`src/hdl/bth_pkg.sv`:
```
// ----------------------------------------------------------------------------
// Boundary-tag heap allocator package
// Shared payload types, status codes, datapath commands and status flags.
// ----------------------------------------------------------------------------
package bth_pkg;

  localparam int HEAP_WORDS_DEF  = 4096;
  localparam int CHUNK_BYTES_DEF = 4096;
  localparam int ADDR_W          = 14;
  localparam int STATUS_W        = 2;

  localparam logic                FUNC_FREE   = 1'b1;
  localparam logic [STATUS_W-1:0] STATUS_OK   = 2'd0;
  localparam logic [STATUS_W-1:0] STATUS_ZERO = 2'd1;
  localparam logic [STATUS_W-1:0] STATUS_OOM  = 2'd2;

  typedef struct packed {
    logic              func;
    logic [ADDR_W-1:0] request_bytes;
    logic [ADDR_W-1:0] payload_address;
  } in_t;

  typedef struct packed {
    logic [ADDR_W-1:0]   result_address;
    logic [STATUS_W-1:0] status;
  } out_t;

  typedef enum logic [5:0] {
    OP_NOP, OP_CLR, OP_INIT0, OP_INIT1, OP_INIT2, OP_LOAD, OP_WRD, OP_WCHK,
    OP_PICK, OP_GROW0, OP_GROW1, OP_GROW2, OP_FREE0, OP_FREE1,
    OP_M0, OP_M1, OP_M2, OP_M3, OP_M4, OP_M5,
    OP_SUMN, OP_SUMP, OP_SUMPN, OP_WHB, OP_WFB, OP_WFS, OP_WHP, OP_WFN,
    OP_P0, OP_P1, OP_PS0, OP_PS1, OP_PS2, OP_PS3, OP_PN0, OP_PN1, OP_PN2,
    OP_RESP_OK, OP_RESP_ZERO, OP_RESP_OOM, OP_RESP_FREE
  } dp_op_t;

  typedef struct packed {
    logic clr_last;
    logic zero_req;
    logic func;
    logic walk_end;
    logic h_stop;
    logic match;
    logic h_alloc;
    logic best_none;
    logic grow_fail;
    logic pa;
    logic na;
    logic split;
  } dp_status_t;

  // Byte address width: room for sums of addresses and sizes.
  function automatic int addr_width(input int heap_words);
    int w;
    w = $clog2(heap_words) + 4;
    return (w < 19) ? 19 : w;
  endfunction

endpackage

```
`src/hdl/bth_ctrl.sv`:
```
// ----------------------------------------------------------------------------
// Heap allocator controller
// Sequences clearing, initialisation, the block walk, growth, merging and
// placement, and owns the request and result handshakes.
// ----------------------------------------------------------------------------
module bth_ctrl (
  input  logic                clk,
  input  logic                rst_n,
  input  logic                in_valid,
  output logic                in_ready,
  output logic                out_valid,
  input  logic                out_ready,
  input  bth_pkg::dp_status_t st,
  output bth_pkg::dp_op_t     op
);

  localparam int NS = 39;

  typedef enum logic [NS-1:0] {
    S_CLR   = NS'(1) << 0,  S_INIT0 = NS'(1) << 1,  S_INIT1 = NS'(1) << 2,
    S_INIT2 = NS'(1) << 3,  S_IDLE  = NS'(1) << 4,  S_WRD   = NS'(1) << 5,
    S_WCHK  = NS'(1) << 6,  S_WEND  = NS'(1) << 7,  S_GCHK  = NS'(1) << 8,
    S_GROW0 = NS'(1) << 9,  S_GROW1 = NS'(1) << 10, S_GROW2 = NS'(1) << 11,
    S_FREE0 = NS'(1) << 12, S_FREE1 = NS'(1) << 13, S_M0    = NS'(1) << 14,
    S_M1    = NS'(1) << 15, S_M2    = NS'(1) << 16, S_M3    = NS'(1) << 17,
    S_M4    = NS'(1) << 18, S_M5    = NS'(1) << 19, S_MDEC  = NS'(1) << 20,
    S_SUMN  = NS'(1) << 21, S_SUMP  = NS'(1) << 22, S_SUMPN = NS'(1) << 23,
    S_WHB   = NS'(1) << 24, S_WFB   = NS'(1) << 25, S_WFS   = NS'(1) << 26,
    S_WHP   = NS'(1) << 27, S_WFN   = NS'(1) << 28, S_P0    = NS'(1) << 29,
    S_P1    = NS'(1) << 30, S_PS0   = NS'(1) << 31, S_PS1   = NS'(1) << 32,
    S_PS2   = NS'(1) << 33, S_PS3   = NS'(1) << 34, S_PN0   = NS'(1) << 35,
    S_PN1   = NS'(1) << 36, S_PN2   = NS'(1) << 37, S_DONE  = NS'(1) << 38
  } state_t;

  state_t          state_r, state_nxt, after_st;
  logic            init_r, init_nxt, out_valid_r, out_valid_nxt;
  bth_pkg::dp_op_t resp_r, resp_nxt;

  assign in_ready  = (state_r == S_IDLE);
  assign out_valid = out_valid_r;
  assign after_st  = init_r ? S_IDLE : (st.func ? S_DONE : S_P0);

  always_comb begin
    state_nxt     = state_r;
    init_nxt      = init_r;
    resp_nxt      = resp_r;
    out_valid_nxt = out_valid_r && !out_ready;
    op            = bth_pkg::OP_NOP;
    unique case (state_r)
      S_CLR: begin
        op = bth_pkg::OP_CLR;
        if (st.clr_last) begin
          state_nxt = S_INIT0;
        end
      end
      S_INIT0: begin op = bth_pkg::OP_INIT0; state_nxt = S_INIT1; end
      S_INIT1: begin op = bth_pkg::OP_INIT1; state_nxt = S_INIT2; end
      S_INIT2: begin op = bth_pkg::OP_INIT2; state_nxt = S_GCHK; end
      S_IDLE: begin
        if (in_valid) begin
          op        = bth_pkg::OP_LOAD;
          state_nxt = S_WRD;
        end
      end
      S_WRD: begin
        op = bth_pkg::OP_WRD;
        if (!st.func && st.zero_req) begin
          resp_nxt  = bth_pkg::OP_RESP_ZERO;
          state_nxt = S_DONE;
        end else if (st.walk_end) begin
          resp_nxt  = bth_pkg::OP_RESP_FREE;
          state_nxt = st.func ? S_DONE : S_WEND;
        end else begin
          state_nxt = S_WCHK;
        end
      end
      S_WCHK: begin
        op = bth_pkg::OP_WCHK;
        if (st.h_stop) begin
          resp_nxt  = bth_pkg::OP_RESP_FREE;
          state_nxt = st.func ? S_DONE : S_WEND;
        end else if (st.func && st.match) begin
          resp_nxt  = bth_pkg::OP_RESP_FREE;
          state_nxt = st.h_alloc ? S_FREE0 : S_DONE;
        end else begin
          state_nxt = S_WRD;
        end
      end
      S_WEND: begin
        op        = bth_pkg::OP_PICK;
        state_nxt = st.best_none ? S_GCHK : S_P0;
      end
      S_GCHK: begin
        if (st.grow_fail) begin
          resp_nxt  = bth_pkg::OP_RESP_OOM;
          init_nxt  = 1'b0;
          state_nxt = init_r ? S_IDLE : S_DONE;
        end else begin
          state_nxt = S_GROW0;
        end
      end
      S_GROW0: begin op = bth_pkg::OP_GROW0; state_nxt = S_GROW1; end
      S_GROW1: begin op = bth_pkg::OP_GROW1; state_nxt = S_GROW2; end
      S_GROW2: begin op = bth_pkg::OP_GROW2; state_nxt = S_M0; end
      S_FREE0: begin op = bth_pkg::OP_FREE0; state_nxt = S_FREE1; end
      S_FREE1: begin op = bth_pkg::OP_FREE1; state_nxt = S_M0; end
      S_M0: begin op = bth_pkg::OP_M0; state_nxt = S_M1; end
      S_M1: begin op = bth_pkg::OP_M1; state_nxt = S_M2; end
      S_M2: begin op = bth_pkg::OP_M2; state_nxt = S_M3; end
      S_M3: begin op = bth_pkg::OP_M3; state_nxt = S_M4; end
      S_M4: begin op = bth_pkg::OP_M4; state_nxt = S_M5; end
      S_M5: begin op = bth_pkg::OP_M5; state_nxt = S_MDEC; end
      S_MDEC: begin
        if (st.pa && st.na) begin
          state_nxt = after_st;
          init_nxt  = 1'b0;
        end else begin
          state_nxt = st.pa ? S_SUMN : S_SUMP;
        end
      end
      S_SUMN: begin op = bth_pkg::OP_SUMN; state_nxt = S_WHB; end
      S_WHB:  begin op = bth_pkg::OP_WHB; state_nxt = S_WFB; end
      S_WFB: begin
        op        = bth_pkg::OP_WFB;
        state_nxt = after_st;
        init_nxt  = 1'b0;
      end
      S_SUMP: begin
        op        = bth_pkg::OP_SUMP;
        state_nxt = st.na ? S_WFS : S_SUMPN;
      end
      S_WFS:   begin op = bth_pkg::OP_WFS; state_nxt = S_WHP; end
      S_SUMPN: begin op = bth_pkg::OP_SUMPN; state_nxt = S_WHP; end
      S_WHP: begin
        op = bth_pkg::OP_WHP;
        if (st.na) begin
          state_nxt = after_st;
          init_nxt  = 1'b0;
        end else begin
          state_nxt = S_WFN;
        end
      end
      S_WFN: begin
        op        = bth_pkg::OP_WFN;
        state_nxt = after_st;
        init_nxt  = 1'b0;
      end
      S_P0: begin op = bth_pkg::OP_P0; state_nxt = S_P1; end
      S_P1: begin
        op        = bth_pkg::OP_P1;
        resp_nxt  = bth_pkg::OP_RESP_OK;
        state_nxt = S_PS0;
      end
      S_PS0: begin
        op        = st.split ? bth_pkg::OP_PS0 : bth_pkg::OP_PN0;
        state_nxt = st.split ? S_PS1 : S_PN1;
      end
      S_PS1: begin op = bth_pkg::OP_PS1; state_nxt = S_PS2; end
      S_PS2: begin op = bth_pkg::OP_PS2; state_nxt = S_PS3; end
      S_PS3: begin op = bth_pkg::OP_PS3; state_nxt = S_DONE; end
      S_PN0: begin state_nxt = S_PN1; end
      S_PN1: begin op = bth_pkg::OP_PN1; state_nxt = S_PN2; end
      S_PN2: begin op = bth_pkg::OP_PN2; state_nxt = S_DONE; end
      S_DONE: begin
        if (!out_valid_r || out_ready) begin
          op            = resp_r;
          out_valid_nxt = 1'b1;
          state_nxt     = S_IDLE;
        end
      end
      default: state_nxt = S_IDLE;
    endcase
  end

  always_ff @(posedge clk) begin
    if (!rst_n) begin
      state_r     <= S_CLR;
      init_r      <= 1'b1;
      out_valid_r <= 1'b0;
      resp_r      <= bth_pkg::OP_RESP_FREE;
    end else begin
      state_r     <= state_nxt;
      init_r      <= init_nxt;
      out_valid_r <= out_valid_nxt;
      resp_r      <= resp_nxt;
    end
  end

  a_accept_walks: assert property (@(posedge clk) disable iff (!rst_n)
    in_valid && in_ready |=> state_r == S_WRD)
    else $error("accepted request did not start the walk");
  a_init_blocks: assert property (@(posedge clk) disable iff (!rst_n)
    init_r |-> !in_ready)
    else $error("request accepted during initialisation");
  a_result_from_done: assert property (@(posedge clk) disable iff (!rst_n)
    $rose(out_valid_r) |-> $past(state_r) == S_DONE)
    else $error("result raised outside the completion state");
  a_done_delivers: assert property (@(posedge clk) disable iff (!rst_n)
    state_r == S_DONE && (!out_valid_r || out_ready) |=> out_valid_r)
    else $error("completion did not present a result");

endmodule
```
`config.mk`:
```
export PLATFORM = sky130hd
export DESIGN_NAME = bth_ctrl
export DESIGN_NICKNAME = d
export VERILOG_FILES = /design/src/hdl/bth_pkg.sv /design/src/hdl/bth_ctrl.sv
export SDC_FILE = /design/constraint.sdc
export NUM_CORES = 1
export LEC_CHECK = 0
export ABC_CLOCK_PERIOD_IN_PS = 2550
export BUFFER_PORTS_ARGS = -buffer_cell sky130_fd_sc_hd__buf_2
export CORE_ASPECT_RATIO = 1.25
export CORE_UTILIZATION = 25
export CTS_BUF_LIST = sky130_fd_sc_hd__clkbuf_8
export CTS_CLUSTER_DIAMETER = 50
export DETAILED_ROUTE_END_ITERATION = 8
export GPL_ROUTABILITY_DRIVEN = 0
export HOLD_SLACK_MARGIN = 0.05
export PLACE_DENSITY_LB_ADDON = 0.2
export SYNTH_ARGS = -nofsm -noshare
export SYNTH_HDL_FRONTEND = slang
export SYNTH_SLANG_ARGS = --single-unit
```
`constraint.sdc`:
```
create_clock -name clk -period 2.55 [get_ports clk]
set_input_delay 0 -clock clk [delete_from_list [all_inputs] [get_ports clk]]
set_output_delay 0 -clock clk [all_outputs]
set_load 0.02 [all_outputs]
```
==> qor.txt <==
Die Y: 121 um
outcome: finished, violations left
port bufs: 23
HP Class: in2reg
fin util: 42.0%
switching share of power: 32.4%
share of layout cells above drive strength 1: 45.1%
share of the yosys chip area belonging to registers: 31.1%
overall power: 1.94 mW
vias in the first global route: 3336
nets: 527
Clk Tree Root Cell: clkbuf_8
Fill cells: 1110
DRT antenna net count: 0
Post-synth EDFFs: 0
Final Hold Fails: 0
syn nets: 367
Yosys top cell area share: 31.1%
1st-iter DRT viols: 139
fin area: 4650 sq um
PwrDens: 417 nW/um^2
combinational power share: 39.4%
initial antenna violation count: 0
unique cell type count in the Yosys netlist: 66
largest net degree at the start of global routing: 14
GRT Util Overall: 19.8%
Mapped Cells: 351
Final WS setup: -413 ps
crit path kind: reg2out
Ys Warns: 0
violated checks: design-rule violations, negative setup slack
die area: 11700 sq um
io pins: 24
Avg Inst Size Synth: 8.06 sq um
actual slew at the worst max-slew pin: 593 ps
total number of vias: 3424
core region area: 11100 sq um
most instantiated library cell after synthesis: dfxtp_1
CP Launch Type: flip-flop
routed len/inst: 17.6 um
gr ovfl total: 0
Cells after DPL: 607
CP required: 2550 ps
async set-reset flop share out of synthesis: 0%
final WL: 11.4 mm
total CTS buffers: 5
top cell type by total area after synthesis: dfxtp_1
CTS tree: done
most instantiated cells after synthesis: dfxtp_1, nor2_1, nor3_1
clock share of power: 24.1%
first-pass GRT wire length: 17.8 mm
Final Instance Count excl. Fillers: 647
critical path endpoint category: primary output
H-Tree Depth: 2
Achievable Freq: 338 MHz
pre-CTS setup slack: -191 ps
via/cell ratio: 5.29
Cell Area, Synth: 2830 sq um
num rows: 43
Worst Skew: 8.66 ps
Initial Utilization: 25.5%
Post-DP HPWL: 8.93 mm
Pre-Repair DR Iteration Count: 6
post-route setup TNS: -11770 ps
Reg power frac: 36.5%
Post-synth top flop: dfxtp_1
leakage power: 1.97 nW
post-route minimum period: 2960 ps
hold_ws: 94.8 ps
Max Slew Vio Count: 0
worst-skew pair later-pin latency: 310 ps
Final Setup Violations: 45
max-cap viol count: 0
P_int: 1.31 mW
diode count: 0
chip width: 97.1 um
CP arrival: 2960 ps
RSZ-0062 raised after global routing: true
Max-slew headroom: 60.1%
maximum root-to-sink buffer count: 2
Area contributors post-synth: dfxtp_1, nor2_1, nor4_1
VDD IR max: 201 uV
crit share post-route: 116%
net load switching power: 628 uW
Layout area overhead: 64.4%
Max Fanout on Critical Path: 3
Worst-path clk slew: 90 ps
Synth Register Bits: 44
DP Area: 3900 sq um
clock sink total: 44
Remaining DRCs: 1
==> state kept, by name (all words and copies together), names as in the netlist <==
| name | flops |
|---|---|
| state_r | 38 |
| resp_r | 4 |
| out_valid | 1 |
| init_r | 1 |
==> power by group through the flow <==
stage | registers, mW | logic (mW) | clock network, mW
final | 0.707 | 0.764 | 0.468
after global routing | 0.709 | 0.814 | 0.522
after CTS | 0.708 | 0.663 | 0.478
after detailed placement | 0.723 | 0.557 | 0
after global placement | 0.723 | 0.557 | 0
after floorplan | 0.729 | 0.274 | 0
==> layout make-up <==
type                       count  area (sq um)  area share [%]
clock inverter                 2          7.51           0.161
inverter                      11          41.3           0.888
sequential                    44           885            19.0
timing repair buffer         166          1330            28.5
multi-input combinational    283          2140            46.0
tap                          135           169            3.63
clock buffer                   6          82.6            1.78
==> layout by cell type (no fill, tap or decap), types with 3 or more instances in the layout <==
cell           netlist  routed
a21oi_1             16      13
buf_2                5      16
buf_4                1     120
buf_6                3      16
clkbuf_8             0       6
dfxtp_1             44      41
dfxtp_2              0       3
dlygate4sd3_1        0      12
inv_1               10      12
nand2_1             17      14
nand2_2              0       3
nand2b_1            12      12
nand3_1             14      10
nand3_2              0       3
nand3b_1             3       3
nand4_1             11      11
nand4b_1             8       8
nor2_1              42      38
nor2_2               1       4
nor2b_1              6       5
nor3_1              25      21
nor3_4               0       4
nor4_1              23      17
nor4_2               0       3
nor4_4               3       6
nor4b_1              7       7
o21a_1               4       4
o21ai_0              9       7
o21ai_1              1       3
or3_1                4       3
or4_1               14       5
or4_4                5      14
or4b_2               4       4
xnor2_1              5       5
xor2_1               3       3
==> layer usage <==
layer	vias to the layer above	share of wire [%]	global-route usage, %
li1	1672	-	-
met5	-	0	0
met1	1641	44	23.9
met2	80	48	33.3
met4	0	5.4	12.1
met3	31	2.7	2.94
==> final timing paths <==
check,start,end,slack (ps),cells past startpoint
setup / recovery,state_r[11],op[0],-410,8
hold / removal,out_ready,out_valid,90,3
setup reg to reg,state_r[11],state_r[34],-330,11
hold reg to reg,init_r,init_r,500,2
==> cells by family after synthesis <==
family / after synthesis / share of synthesized area, %
XOR/XNOR: 8 / 2.48
AND/OR/NAND/NOR: 214 / 46.3
multiplexers: 2 / 0.708
flip-flops: 44 / 31.1
AO/OA/AOI/OAI: 58 / 14.9
buffers and inverters: 25 / 4.47
==> worst max-delay path, cell delays in order (launching register included) <==
cell	delay, ps
dfxtp_2	330
or4_4	550
or4_4	590
or4_4	450
o211ai_1	140
a311o_1	240
nor4_1	90
nand2_1	120
buf_6	130
==> what timing repair did <==
item / CTS / global route
resized for setup: 49 / 33
gates cloned: 1 / 1
hold endpoints to repair: 14 / 0
pin swaps: 11 / 19
hold buffers: 12 / 0
endpoints found under the setup margin: 44 / 45
buffers inserted: 10 / 9
No activity file was read; power rests on OpenSTA's default activity.
